`src/rtl/bbci_pkg.sv`:
```
// package: shared constants, codes, types and structs for the boundary color index block
`timescale 1ns / 1ps
`default_nettype none

package bbci_pkg;

  localparam int BBCI_MAX_BOUNDARIES = 16;

  localparam int VAL_W      = 32;
  localparam int SLOT_W     = 4;
  localparam int BCNT_W     = 5;
  localparam int CCNT_W     = 9;
  localparam int RCNT_W     = 5;
  localparam int CI_W       = 10;
  localparam int NORM_W     = 19;
  localparam int FRAC_W     = 16;
  localparam int CFG_IDX_W  = 3;
  localparam int CFG_DATA_W = 9;

  // shared divider: numerator covers |index| << 16, denominator covers colors - 1
  localparam int DIV_NW    = 26;
  localparam int DIV_DW    = 9;
  localparam int DIV_STEPS = 2;
  localparam int DIV_CYC   = DIV_NW / DIV_STEPS;
  localparam int DIV_CNT_W = $clog2(DIV_CYC + 1);

  typedef enum logic [CFG_IDX_W-1:0] {
    REG_BOUNDARY_COUNT = 3'd0,
    REG_COLOR_COUNT    = 3'd1,
    REG_REGION_COUNT   = 3'd2,
    REG_INDEX_OFFSET   = 3'd3,
    REG_CLIP_ENABLE    = 3'd4
  } cfg_reg_t;

  typedef enum logic {
    REQ_WRITE    = 1'b0,
    REQ_CLASSIFY = 1'b1
  } req_kind_t;

  typedef enum logic [3:0] {
    S_IDLE,
    S_RD_HI,
    S_CLAMP,
    S_SCAN,
    S_INDEX,
    S_STRETCH,
    S_DIV_WAIT1,
    S_LIMIT,
    S_NORM,
    S_DIV_WAIT2,
    S_DONE
  } seq_state_t;

  typedef struct packed {
    logic              start;
    logic [DIV_NW-1:0] num;
    logic [DIV_DW-1:0] den;
  } div_req_t;

  typedef struct packed {
    logic              done;
    logic [DIV_NW-1:0] quo;
  } div_rsp_t;

endpackage

`default_nettype wire

```
`src/rtl/bbci_if.sv`:
```
// interfaces: request channel and result channel with valid/ready handshake
`timescale 1ns / 1ps
`default_nettype none

interface bbci_req_if
  import bbci_pkg::*;
  ();
  logic                     valid;
  logic                     ready;
  logic                     req_type;
  logic [SLOT_W-1:0]        slot;
  logic signed [VAL_W-1:0]  value;

  modport source (output valid, output req_type, output slot, output value, input ready);
  modport sink   (input valid, input req_type, input slot, input value, output ready);
endinterface

interface bbci_res_if
  import bbci_pkg::*;
  ();
  logic                     valid;
  logic                     ready;
  logic signed [CI_W-1:0]   color_index;
  logic signed [NORM_W-1:0] normalized;

  modport source (output valid, output color_index, output normalized, input ready);
  modport sink   (input valid, input color_index, input normalized, output ready);
endinterface

`default_nettype wire

```
`src/rtl/bbci_table_mem.sv`:
```
// boundary table: single write port, single read port, registered read data
`timescale 1ns / 1ps
`default_nettype none

module bbci_table_mem
  import bbci_pkg::*;
#(
  parameter int DEPTH = BBCI_MAX_BOUNDARIES,
  parameter int AW    = $clog2(DEPTH)
) (
  input  wire logic             clk,
  input  wire logic             we,
  input  wire logic [AW-1:0]    waddr,
  input  wire logic [VAL_W-1:0] wdata,
  input  wire logic [AW-1:0]    raddr,
  output logic      [VAL_W-1:0] rdata
);

  logic [VAL_W-1:0] mem [DEPTH];

  always_ff @(posedge clk) begin
    if (we) begin
      mem[waddr] <= wdata;
    end
    rdata <= mem[raddr];
  end

endmodule

`default_nettype wire

```
`src/rtl/bbci_divider.sv`:
```
// shared unsigned restoring divider, two quotient bits per cycle
`timescale 1ns / 1ps
`default_nettype none

module bbci_divider
  import bbci_pkg::*;
(
  input  wire logic     clk,
  input  wire logic     rst,
  input  wire div_req_t req,
  output div_rsp_t      rsp
);

  logic                 busy;
  logic                 done;
  logic [DIV_CNT_W-1:0] cnt;
  logic [DIV_DW-1:0]    den_q;
  logic [DIV_DW-1:0]    rem;
  logic [DIV_NW-1:0]    quo;
  logic [DIV_DW-1:0]    rem_next;
  logic [DIV_NW-1:0]    quo_next;
  logic [DIV_DW-1:0]    r;
  logic [DIV_NW-1:0]    q;
  logic [DIV_DW:0]      sh;
  logic                 ge;

  // quo shifts numerator bits out at the top and quotient bits in at the bottom
  always_comb begin
    r  = rem;
    q  = quo;
    sh = '0;
    ge = 1'b0;
    for (int k = 0; k < DIV_STEPS; k++) begin
      sh = {r, q[DIV_NW-1]};
      ge = (sh >= {1'b0, den_q});
      if (ge) begin
        r = DIV_DW'(sh - {1'b0, den_q});
      end else begin
        r = sh[DIV_DW-1:0];
      end
      q = {q[DIV_NW-2:0], ge};
    end
    rem_next = r;
    quo_next = q;
  end

  always_ff @(posedge clk) begin
    if (rst) begin
      busy <= 1'b0;
      done <= 1'b0;
    end else begin
      done <= 1'b0;
      if (req.start) begin
        busy <= 1'b1;
      end else if (busy && cnt == DIV_CNT_W'(1)) begin
        busy <= 1'b0;
        done <= 1'b1;
      end
    end
  end

  always_ff @(posedge clk) begin
    if (req.start) begin
      cnt   <= DIV_CNT_W'(DIV_CYC);
      rem   <= '0;
      quo   <= req.num;
      den_q <= req.den;
    end else if (busy) begin
      cnt <= cnt - DIV_CNT_W'(1);
      rem <= rem_next;
      quo <= quo_next;
    end
  end

  assign rsp.done = done;
  assign rsp.quo  = quo;

endmodule

`default_nettype wire

```
`src/rtl/boundary_bin_color_index.sv`:
```
// top level: boundary table color index with sequencer, table memory and shared divider
//
//  channel  dir  handshake      payload
//  req      in   valid/ready    req_type, slot, value (signed Q16.16)
//  res      out  valid/ready    color_index (signed 10b), normalized (signed Q2.16)
//  cfg      in   cfg_we         cfg_index, cfg_data (write only)
//
// a write item is done at the transfer edge, where the table write happens
// a classify item (nb = boundaries in use) makes two reads for the first and last
// boundary, then one table read per boundary for the count, then up to two divider
// passes, the stretch division only where it applies, that hold the sequencer until
// the quotient is done; with fewer than two boundaries or colors the sequencer goes
// from the transfer straight to the done state, and the result register loads from
// there once it is free
// synchronous active-high reset clears the configuration registers, the output valid,
// the divider state and the sequencer; the table holds no valid bits and is undefined until written
// a result waits in the output register while the next item is taken

`timescale 1ns / 1ps
`default_nettype none

module boundary_bin_color_index
  import bbci_pkg::*;
#(
  parameter int MAX_BOUNDARIES = BBCI_MAX_BOUNDARIES
) (
  input  wire logic                  clk,
  input  wire logic                  rst,
  bbci_req_if.sink                   req,
  bbci_res_if.source                 res,
  input  wire logic                  cfg_we,
  input  wire logic [CFG_IDX_W-1:0]  cfg_index,
  input  wire logic [CFG_DATA_W-1:0] cfg_data
);

  localparam int AW = $clog2(MAX_BOUNDARIES);
  localparam int CW = $clog2(MAX_BOUNDARIES + 1);

  // configuration registers
  logic [BCNT_W-1:0] boundary_count;
  logic [CCNT_W-1:0] color_count;
  logic [RCNT_W-1:0] region_count;
  logic              index_offset;
  logic              clip_enable;

  // sequencer and datapath
  seq_state_t              state;
  seq_state_t              state_next;
  logic signed [VAL_W-1:0] sample;
  logic signed [VAL_W-1:0] lo;
  logic signed [VAL_W-1:0] hi;
  logic signed [VAL_W-1:0] vc;
  logic signed [VAL_W-1:0] vc_next;
  logic [CW-1:0]           ptr;
  logic [CW-1:0]           cnt;
  logic signed [CI_W-1:0]  idx;
  logic [CI_W-1:0]         idx_abs;
  logic                    neg;
  logic signed [CI_W-1:0]  res_ci;
  logic signed [NORM_W-1:0] res_norm;
  logic [NORM_W-1:0]       quo_low;

  // output register
  logic                     out_valid;
  logic signed [CI_W-1:0]   out_ci;
  logic signed [NORM_W-1:0] out_norm;
  logic                     out_free;

  // derived
  logic [CW-1:0]     nb;
  logic [CCNT_W-1:0] ncol_m1;
  logic              trivial;
  logic              stretch_div;
  logic              single_region;
  logic              slot_ok;
  logic              in_xfer;
  logic              mem_we;
  logic [AW-1:0]     rd_addr;
  logic [VAL_W-1:0]  rdata;
  div_req_t          div_req;
  div_rsp_t          div_rsp;

  // boundary count saturates at the table depth
  assign nb = (32'(boundary_count) > MAX_BOUNDARIES) ? CW'(MAX_BOUNDARIES) : CW'(boundary_count);
  assign ncol_m1 = color_count - CCNT_W'(1);
  assign trivial = (nb < CW'(2)) || (color_count < CCNT_W'(2));

  // stretch only applies for more colors than regions; one region maps index 0 to mid color
  assign stretch_div   = (color_count > CCNT_W'(region_count)) && (region_count > RCNT_W'(1))
                         && !idx[CI_W-1];
  assign single_region = (color_count > CCNT_W'(region_count)) && (region_count == RCNT_W'(1))
                         && (idx == '0);

  assign slot_ok  = 32'(req.slot) < MAX_BOUNDARIES;
  assign in_xfer  = req.valid && req.ready;
  assign req.ready = (state == S_IDLE);

  assign idx_abs = idx[CI_W-1] ? CI_W'(-idx) : CI_W'(idx);
  assign quo_low = div_rsp.quo[NORM_W-1:0];

  // clamp against first and last boundary, first test wins
  always_comb begin
    vc_next = sample;
    if (clip_enable) begin
      if (sample < lo) begin
        vc_next = lo;
      end else if (sample > $signed(rdata)) begin
        vc_next = $signed(rdata);
      end
    end
  end

  // configuration writes, unknown register indexes dropped
  always_ff @(posedge clk) begin
    if (rst) begin
      boundary_count <= '0;
      color_count    <= '0;
      region_count   <= '0;
      index_offset   <= 1'b0;
      clip_enable    <= 1'b0;
    end else if (cfg_we) begin
      case (cfg_reg_t'(cfg_index))
        REG_BOUNDARY_COUNT: boundary_count <= cfg_data[BCNT_W-1:0];
        REG_COLOR_COUNT:    color_count    <= cfg_data[CCNT_W-1:0];
        REG_REGION_COUNT:   region_count   <= cfg_data[RCNT_W-1:0];
        REG_INDEX_OFFSET:   index_offset   <= cfg_data[0];
        REG_CLIP_ENABLE:    clip_enable    <= cfg_data[0];
        default: ;
      endcase
    end
  end

  // state register
  always_ff @(posedge clk) begin
    if (rst) begin
      state <= S_IDLE;
    end else begin
      state <= state_next;
    end
  end

  // next state, table access and divider requests
  always_comb begin
    state_next  = state;
    rd_addr     = '0;
    mem_we      = 1'b0;
    div_req     = '0;
    case (state)
      S_IDLE: begin
        // read of the first boundary goes out with the transfer
        if (in_xfer) begin
          if (req.req_type == REQ_CLASSIFY) begin
            state_next = trivial ? S_DONE : S_RD_HI;
          end else begin
            mem_we = slot_ok;
          end
        end
      end
      S_RD_HI: begin
        rd_addr    = AW'(nb - CW'(1));
        state_next = S_CLAMP;
      end
      S_CLAMP: begin
        rd_addr    = '0;
        state_next = S_SCAN;
      end
      S_SCAN: begin
        rd_addr = AW'(ptr);
        if (ptr == nb) begin
          state_next = S_INDEX;
        end
      end
      S_INDEX: begin
        state_next = S_STRETCH;
      end
      S_STRETCH: begin
        if (stretch_div) begin
          div_req.start = 1'b1;
          div_req.num   = DIV_NW'(ncol_m1) * DIV_NW'(unsigned'(idx));
          div_req.den   = DIV_DW'(region_count - RCNT_W'(1));
          state_next    = S_DIV_WAIT1;
        end else begin
          state_next = S_LIMIT;
        end
      end
      S_DIV_WAIT1: begin
        if (div_rsp.done) begin
          state_next = S_LIMIT;
        end
      end
      S_LIMIT: begin
        state_next = S_NORM;
      end
      S_NORM: begin
        div_req.start = 1'b1;
        div_req.num   = DIV_NW'({idx_abs, {FRAC_W{1'b0}}});
        div_req.den   = DIV_DW'(ncol_m1);
        state_next    = S_DIV_WAIT2;
      end
      S_DIV_WAIT2: begin
        if (div_rsp.done) begin
          state_next = S_DONE;
        end
      end
      S_DONE: begin
        if (out_free) begin
          state_next = S_IDLE;
        end
      end
      default: state_next = S_IDLE;
    endcase
  end

  // datapath registers
  always_ff @(posedge clk) begin
    case (state)
      S_IDLE: begin
        sample <= req.value;
        if (in_xfer && req.req_type == REQ_CLASSIFY && trivial) begin
          res_ci   <= '0;
          res_norm <= '0;
        end
      end
      S_RD_HI: begin
        lo <= $signed(rdata);
      end
      S_CLAMP: begin
        hi  <= $signed(rdata);
        vc  <= vc_next;
        ptr <= CW'(1);
        cnt <= '0;
      end
      S_SCAN: begin
        // data of the read issued in the previous cycle
        if ($signed(rdata) <= vc) begin
          cnt <= cnt + CW'(1);
        end
        ptr <= ptr + CW'(1);
      end
      S_INDEX: begin
        idx <= $signed(CI_W'(cnt) - CI_W'(1) + CI_W'(index_offset));
      end
      S_STRETCH: begin
        if (!stretch_div && single_region) begin
          idx <= $signed(CI_W'(ncol_m1 >> 1));
        end
      end
      S_DIV_WAIT1: begin
        // early saturation; the range checks below override it where they apply
        if (div_rsp.done) begin
          if (div_rsp.quo > DIV_NW'(ncol_m1)) begin
            idx <= $signed(CI_W'(ncol_m1));
          end else begin
            idx <= $signed(CI_W'(div_rsp.quo));
          end
        end
      end
      S_LIMIT: begin
        if (vc < lo) begin
          idx <= '1;
        end else if (vc > hi) begin
          idx <= clip_enable ? $signed(CI_W'(ncol_m1)) : $signed(CI_W'(color_count));
        end else if (idx > $signed(CI_W'(ncol_m1))) begin
          idx <= $signed(CI_W'(ncol_m1));
        end
      end
      S_NORM: begin
        neg    <= idx[CI_W-1];
        res_ci <= idx;
      end
      S_DIV_WAIT2: begin
        // truncation toward zero: divide the magnitude, then restore the sign
        if (div_rsp.done) begin
          res_norm <= neg ? $signed(-quo_low) : $signed(quo_low);
        end
      end
      default: ;
    endcase
  end

  // output register: loads when empty or when its result transfers this cycle
  assign out_free = !out_valid || res.ready;

  always_ff @(posedge clk) begin
    if (rst) begin
      out_valid <= 1'b0;
    end else if (state == S_DONE && out_free) begin
      out_valid <= 1'b1;
    end else if (res.ready) begin
      out_valid <= 1'b0;
    end
  end

  always_ff @(posedge clk) begin
    if (state == S_DONE && out_free) begin
      out_ci   <= res_ci;
      out_norm <= res_norm;
    end
  end

  assign res.valid       = out_valid;
  assign res.color_index = out_ci;
  assign res.normalized  = out_norm;

  bbci_table_mem #(
    .DEPTH (MAX_BOUNDARIES),
    .AW    (AW)
  ) u_table (
    .clk   (clk),
    .we    (mem_we),
    .waddr (AW'(req.slot)),
    .wdata (req.value),
    .raddr (rd_addr),
    .rdata (rdata)
  );

  bbci_divider u_div (
    .clk (clk),
    .rst (rst),
    .req (div_req),
    .rsp (div_rsp)
  );

endmodule

`default_nettype wire

```
`src/flat_wrapper.sv`:
```
// flat-port wrapper written by rule: the top's interface ports become plain ports
module boundary_bin_color_index_flat import bbci_pkg::*;
#(
  parameter int MAX_BOUNDARIES = BBCI_MAX_BOUNDARIES
)
  (clk, rst, cfg_we, cfg_index, cfg_data, req_valid, req_req_type, req_slot, req_value, req_ready, res_valid, res_color_index, res_normalized, res_ready);
  bbci_req_if req_i ();
  bbci_res_if res_i ();
  input  wire logic clk;
  input  wire logic rst;
  input  wire logic cfg_we;
  input  wire logic [CFG_IDX_W-1:0] cfg_index;
  input  wire logic [CFG_DATA_W-1:0] cfg_data;
  input wire logic [$bits(req_i.valid)-1:0] req_valid;
  input wire logic [$bits(req_i.req_type)-1:0] req_req_type;
  input wire logic [$bits(req_i.slot)-1:0] req_slot;
  input wire logic [$bits(req_i.value)-1:0] req_value;
  output wire logic [$bits(req_i.ready)-1:0] req_ready;
  output wire logic [$bits(res_i.valid)-1:0] res_valid;
  output wire logic [$bits(res_i.color_index)-1:0] res_color_index;
  output wire logic [$bits(res_i.normalized)-1:0] res_normalized;
  input wire logic [$bits(res_i.ready)-1:0] res_ready;
  assign req_i.valid = req_valid;
  assign req_i.req_type = req_req_type;
  assign req_i.slot = req_slot;
  assign req_i.value = req_value;
  assign req_ready = req_i.ready;
  assign res_valid = res_i.valid;
  assign res_color_index = res_i.color_index;
  assign res_normalized = res_i.normalized;
  assign res_i.ready = res_ready;
  boundary_bin_color_index #(.MAX_BOUNDARIES(MAX_BOUNDARIES)) u_core (.clk(clk), .rst(rst), .req(req_i), .res(res_i), .cfg_we(cfg_we), .cfg_index(cfg_index), .cfg_data(cfg_data));
endmodule
```
`config.mk`:
```
export PLATFORM = sky130hd
export DESIGN_NAME = boundary_bin_color_index_flat
export DESIGN_NICKNAME = d
export VERILOG_FILES = /design/src/rtl/bbci_pkg.sv /design/src/rtl/bbci_if.sv /design/src/rtl/bbci_table_mem.sv /design/src/rtl/bbci_divider.sv /design/src/rtl/boundary_bin_color_index.sv /design/src/flat_wrapper.sv
export SDC_FILE = /design/constraint.sdc
export NUM_CORES = 2
export LEC_CHECK = 0
export BUFFER_PORTS_ARGS = -buffer_cell sky130_fd_sc_hd__buf_2
export CAP_MARGIN = 20
export CORE_MARGIN = 5
export CORE_UTILIZATION = 57
export CTS_CLUSTER_SIZE = 40
export DETAILED_ROUTE_END_ITERATION = 10
export PLACE_DENSITY = 0.76
export SLEW_MARGIN = 20
export SYNTH_ARGS = -nofsm -noshare
export SYNTH_HDL_FRONTEND = slang
export SYNTH_SLANG_ARGS = --single-unit
```
`constraint.sdc`:
```
create_clock -name clk -period 5.8 [get_ports clk]
set_input_delay 0.29 -clock clk [delete_from_list [all_inputs] [get_ports clk]]
set_output_delay 0.29 -clock clk [all_outputs]
set_load 0.02 [all_outputs]
```
# Word level (Yosys, flattened, before mapping)
# Memory sizes are Yosys's and may differ from the RTL's. A register that Yosys moved wholly into a read port is not among the register bits.
# Index checks and enable logic that the tools add are counted.
[totals]
ff_bits = 283
ram_bits = 512
input_bits = 54
output_inout_bits = 31
word_cells = 164
n_memories = 1
[mem_list]
columns = ["memory", "depth", "word_bits", "rd", "rd_ports_with_merged_regs", "wr", "line_no", "text"]
rows = [
  ["u_core.u_table.mem", 16, 32, 1, 1, 1, "bbci_table_mem.sv:19", "logic [VAL_W-1:0] mem [DEPTH];"],
]
[op_classes]
add_sub_neg = 12
multipliers = 1
magnitude_cmp = 14
n_eq_ne = 27
mux = 48
n_reduce_logical = 36
[op_table]
columns = ["cell", "n"]
rows = [
  ["two-way mux 32 bit", 3],
  ["two-way mux 10 bit", 8],
  ["case mux 36 bit (2 select lines)", 1],
  ["greater-than comparator 32 bit", 2],
  ["< comparator 32 bit", 2],
  ["two-way mux 19 bit", 3],
  ["two-way mux 26 bit", 2],
  ["case mux 4 bit (11 select lines)", 1],
  ["case mux 10 bit (4 select lines)", 1],
  ["case mux 19 bit (2 select lines)", 1],
  ["two-way mux 36 bit", 1],
  ["less-or-equal comparator 32 bit", 1],
  ["two-way mux 4 bit", 7],
  ["two-way mux 9 bit", 3],
  ["greater-than comparator 26 x 9 -> 1 bit", 1],
  ["greater-or-equal comparator 10 x 9 -> 1 bit", 2],
  ["case mux 10 bit (2 select lines)", 1],
  ["case mux 5 bit (2 select lines)", 2],
  ["multiplier 9 x 10 -> 19 bit", 1],
  ["negation 19 bit", 1],
  ["subtractor 9 bit", 2],
  ["equality test 4 x 3 -> 1 bit (second input constant)", 4],
  ["AND reduction 2 bit", 7],
  ["equality test 4 bit (second input constant)", 3],
  ["other kinds (37)", 78],
]

# Logic depth before layout (Yosys ltp)
[logic_depth]
ltp_word = 8
depth_mapped = 24
depth_no_buf = 24

# By module
# A second synthesis with hierarchy kept.
[hier_totals]
hier_cells = 2872
area_unflattened_um2 = 40362.5
[modules_own_cells]
columns = ["mod", "instances", "cells_per_inst", "area_per_inst_um2", "seq_area_each_um2"]
rows = [
  ["bbci_table_mem", 1, 838, 19835.3, 16015.4],
  ["boundary_bin_color_index", 1, 1779, 17570.6, 6736.5],
  ["bbci_divider", 1, 255, 2956.6, 1351.3],
]

# Worst setup path after synthesis
# OpenSTA, ideal clock, no wires.
[synth_path]
path_type = "register -> register"
startpoint = "reg u_core.color_count[0]"
endpoint = "reg u_core.u_div.quo[18], data pin"
setup_time_ns = 0.254
arrival_time_ns = 5.916
t_required_ns = 5.546
path_slack_ns = -0.369
stages_incl_launch_ff = 24
n_path_buf = 1
synth_period_minus_slack_ns = 6.169
cell_sequence = "dfxtp_1 -> clkinv_1 -> ha_1 -> nand2_1 -> or3_1 -> or3_1 -> xnor2_1 -> buf_2 -> nand2_1 -> fa_1 -> fa_1 -> inv_1 -> fa_1 -> inv_1 -> fa_1 -> inv_1 -> ha_1 -> or3_1 -> nor2_1 -> o2bb2ai_1 -> o21ai_0 -> o311ai_0 -> mux2i_1 -> a21o_1"
[synth_via]
elab_chain_len = 6
word_cells_on_any_way = 8
cone_classes = "1 x add/sub; 1 x mul; 1 x order compare; 3 x mux; 2 x reduce/logical"
[synth_rtl]
columns = ["element", "line_no", "text"]
rows = [
  ["from (decl)", "boundary_bin_color_index.sv:41", "logic [CCNT_W-1:0] color_count;"],
  ["from (signal assigned)", "boundary_bin_color_index.sv:124", "REG_COLOR_COUNT: color_count <= cfg_data[CCNT_W-1:0];"],
  ["branches (longest 3 deep; another with multiplier 9 x 10 -> 19 bit)", "n/a", ""],
  ["two-way mux 36 bit *", "boundary_bin_color_index.sv:177", "if (stretch_div) begin"],
  ["case mux 36 bit (2 select lines) *", "boundary_bin_color_index.sv:148", "case (state)"],
  ["two-way mux 26 bit *", "bbci_divider.sv:63", "if (req.start) begin"],
  ["to (signal assigned)", "bbci_divider.sv:66", "quo <= req.num;"],
  ["to (signal assigned)", "bbci_divider.sv:71", "quo <= quo_next;"],
  ["to (decl)", "bbci_divider.sv:19", "logic [DIV_NW-1:0] quo;"],
]
# Every way passes the cells marked *.
# A chain may end at the register's enable or synchronous reset.

# Worst setup path after layout
[layout_path]
startpoint = "reg u_core.color_count[0]"
endpoint = "reg u_core.u_div.quo[16], data pin"
# Same word-level chain as after synthesis.

==> reports/qor.json <==
{
  "clock_tree": {
    "cts_buffers": 85,
    "clk_root_buffer_cell": "clkbuf_16",
    "cts.sinks": 827,
    "clk_transition_reported_paths_ns": 0.07,
    "max-clock-path-buffers": 3,
    "clock_tree_from_tritoncts": "built",
    "htreeDepth": 3,
    "worstSkewPairLatency_ns": 0.68
  },
  "sta": {
    "post-route-period-util": 0.995,
    "achievable-frequency_mhz": 173,
    "final_hold_viol_count": 0,
    "final.hold.worst_slack_ns": 0.0259,
    "period_minus_slack_ns": 5.77,
    "timing_worst_slew_pin_value_ns": 1.01,
    "slew_viol_final": 0,
    "setup_repair_after_global_routing_missed_its_margin": "true",
    "worst_clock_skew_ns": 0.0465,
    "setup_viol": 0,
    "max-slew-margin-rel": 0.326
  },
  "global_route": {
    "grt_first_pass_wirelength_um": 154000,
    "initial_antenna_violation_count": 0,
    "grt-ovfl-total": 0,
    "grt_start_max_net_pins": 92,
    "vias_in_the_first_global_route": 26700,
    "global_route.usage.total": 0.255
  },
  "placement": {
    "port_buffers": 84,
    "place_area_um2": 42800,
    "post-dp-hpwl_um": 64700,
    "routabilityCongestion": 0.940
  },
  "route": {
    "drc": 0,
    "final_antenna_net_count": 0,
    "length_of_the_first_detailed_routing_pass_in_iterations": 6,
    "detail_route.wirelength_um": 99900,
    "drt_iter0_markers": 2553,
    "post_drt_wl_per_cell_um": 23.9,
    "num_vias": 25900,
    "routed_via_density": 6.18
  },
  "setup_path": {
    "timing.reg2reg.worst_path_depth": 22,
    "cp.arrival_ns": 6.15,
    "crit_path_frequent_cell": "fa_1",
    "cell_by_cell_trace_of_the_critical_path": "clkinv_4, ha_4, nand2_2, or3_4, or3_4, xnor2_4, buf_6, buf_4, and2_1, fa_1, fa_1, fa_1, inv_1, fa_1, inv_1, ha_1, a21boi_4, o2bb2ai_4, o21ai_4, o31ai_4, xnor2_1, a221o_1",
    "worstPathMaxFanout": 4,
    "critical_path.endpoint_type": "flip-flop",
    "critical_path_start_end_classification": "reg2reg",
    "critical-path-max-stage-delay_ns": 0.55,
    "critPathSlowestCell": "fa_1",
    "timing.critical_path.from_type": "flip-flop",
    "cp_data_required_time_ns": 6.18
  },
  "floorplan": {
    "placement_rows": 98,
    "fp.dieArea_um2": 76800,
    "placeableCoreArea_um2": 71100,
    "die_height_um": 277,
    "fp.dieW_um": 277,
    "initial_core_util": 0.572,
    "boundaryPins": 85
  },
  "synth": {
    "synth_top_area_cell": "edfxtp_1",
    "syn_area_per_cell_um2": 13.6,
    "postSynth.topFlopCell": "edfxtp_1",
    "synth_seq_cells": 827,
    "syn-instance-count": 2987,
    "cell_area_after_synthesis_um2": 40700,
    "synth_seq_area_share": 0.592,
    "synth-async-reset-ratio": 0,
    "post_synth_main_area_contributors": "edfxtp_1 56%, ha_1 8.0%, mux4_2 7.1%",
    "synth.distinct_cells": 78,
    "yosysTopAreaCellShare": 0.556,
    "yosys_warnings": 0,
    "syn_nets": 3360,
    "count_of_flip_flops_with_a_built_in_enable_after_synthesis": 754
  },
  "flow_run": {
    "maxCapViolCount": 0
  },
  "min_path": {
    "hold-path-cell-count": 1,
    "holdCritPathClass": "in2reg"
  },
  "cells_and_area": {
    "finalNetCount": 3537,
    "filler_cell_count": 5022,
    "final_design_area_no_fill_um2": 46100,
    "area_growth_pct": 13.3,
    "drive_gt1_frac": 0.167
  },
  "pwr": {
    "worst_voltage_drop_across_the_vdd_grid_mv": 0.521,
    "seqPwrFrac": 0.350,
    "power_density_nw_per_um2": 524,
    "fraction_of_power_consumed_by_combinational_cells": 0.420,
    "netSwitchingPower_mw": 8.99,
    "power.switching_fraction": 0.372,
    "p_int_mw": 15.2,
    "power_frac_clock": 0.230,
    "cellLeakagePower_nw": 17.6
  },
  "status": {
    "result_of_the_run": "complete, no violations"
  }
}
==> power groups by stage <==
stage               combinational, mW  sequential [mW]  clock (mW)
floorplan                        6.94             8.19           0
global placement                 9.13             8.52           0
detailed placement               9.50             8.56           0
CTS                              9.74             8.44        5.62
global route                     11.2             8.52        5.92
finish                           10.2             8.45        5.56
==> area by class of cell <==
class	instances	area, um^2	area share
clock inverter	54	652	0.0141
inverter	303	1140	0.0248
tap	950	1190	0.0258
sequential	827	24100	0.523
timing repair buffer	203	1420	0.0308
multi-input combinational	1744	15400	0.333
clock buffer	104	2230	0.0483
antenna	1	2.50	0.0000543
==> worst paths after layout <==
path                                            from                                    to  slack [ns]
hold / removal                         req_value[22]  u_core.u_table.mem[15][22]$_DFFE_PP_        0.03
setup / recovery  u_core.color_count[0]$_SDFFE_PP0P_        u_core.u_div.quo[16]$_DFFE_PP_        0.03
hold reg to reg     u_core.res_norm[3]$_SDFFCE_PP0P_    u_core.res.normalized[3]$_DFFE_PP_        0.41
setup reg to reg  u_core.color_count[0]$_SDFFE_PP0P_        u_core.u_div.quo[16]$_DFFE_PP_        0.03
==> cells in the final DEF, fill, tap and decap left out, types with 33 or more instances in the layout <==
cell type and count:
a21oi_1 101, nor2_1 130, xor2_1 47, buf_2 84, mux2i_1 33, edfxtp_1 754
and2_1 63, buf_4 89, clkbuf_16 85, fa_1 59, a31oi_1 40, nand2_1 243
mux4_2 128, o21ai_0 81, inv_1 292, nand3_1 93, ha_1 254, dfxtp_1 70
==> timing repair <==
item / CTS / global route
hold buffers: 26 / 0
endpoints found under the hold margin: 204 / 0
pin swaps: 3 / 30
setup endpoints to repair: 5 / 6
cloned: 0 / 0
gates resized for setup: 9 / 35
setup buffers: 0 / 3
==> cell usage after synthesis, drive strengths merged (16+ instances only) <==
cell type / count
a211oi: 48
mux4: 128
xor2: 47
a21oi: 104
o221ai: 32
buf: 39
nand4: 32
clkbuf: 74
and2: 65
a31oi: 41
fa: 59
nand3: 94
inv: 299
xnor2: 32
nor3: 25
edfxtp: 754
ha: 260
dfxtp: 73
nor2b: 27
o21ai: 92
a21o: 28
nand2: 248
o31ai: 16
or3: 17
mux2i: 33
nand2b: 17
nor2: 146
==> worst max-delay path: cells and delay by family, from the launching register on <==
family | cells | cell delay, ns
adder cells (fa/ha/maj) | 6 | 2.48
AND/OR/NAND/NOR | 4 | 0.95
AO/OA/AOI/OAI | 5 | 1.01
XOR/XNOR | 2 | 0.28
flip-flops | 1 | 0.37
buffers and inverters | 5 | 0.42
==> cell families (layout without fill, tap and decap cells) <==
kind of cell | after synthesis | in the layout | synth area share
DFF | 827 | 827 | 0.592
and+or+nand+nor | 729 | 729 | 0.0860
AOI/OAI and AO/OA | 449 | 449 | 0.0748
buffers and inverters | 416 | 664 | 0.0399
adders and majority gates | 319 | 319 | 0.109
muxes | 168 | 168 | 0.0809
xor gates and xnor gates | 79 | 79 | 0.0170
other | 0 | 1 | 0
==> registers in the layout, summed over array words and instances, names as in the netlist, 4 cells and up <==
signal	count
u_core.u_table.mem	512
u_core.hi	32
u_core.lo	32
u_core.sample	32
u_core.u_table.rdata	32
u_core.vc	32
u_core.u_div.quo	26
u_core.res.normalized	19
u_core.res_norm	19
u_core.idx	10
u_core.res.color_index	10
u_core.res_ci	10
u_core.color_count	9
u_core.u_div.den_q	9
u_core.u_div.rem	9
u_core.boundary_count	5
u_core.cnt	5
u_core.ptr	5
u_core.region_count	5
u_core.state	4
u_core.u_div.cnt	4
==> through the flow <==
stage,std cells,setup TNS [ns],util,power (mW),worst slack (ns)
2_1_floorplan,2987,0,-,15.1,0.0100
3_3_place_gp,3998,-0.0406,0.601,17.7,-0.0406
3_5_place_dp,3998,-0.281,0.601,18.1,-0.0939
4_1_cts,4182,-0.0546,0.646,23.8,-0.0411
5_1_grt,4185,-0.127,0.648,25.7,-0.113
6_report,4186,0,0.648,24.2,0.0295
==> per-layer routing <==
metal / up-vias / track usage / wire length, um / part of all wire
met3: 238 / 0.0431 / 7330 / 0.073
met2: 1180 / 0.438 / 50300 / 0.50
met4: 0 / 0.0852 / 3470 / 0.035
li1: 11500 / - / - / -
met1: 13000 / 0.334 / 38700 / 0.39
met5: - / 0 / 0 / 0
Note: power is estimated with default switching activity, not from simulation.
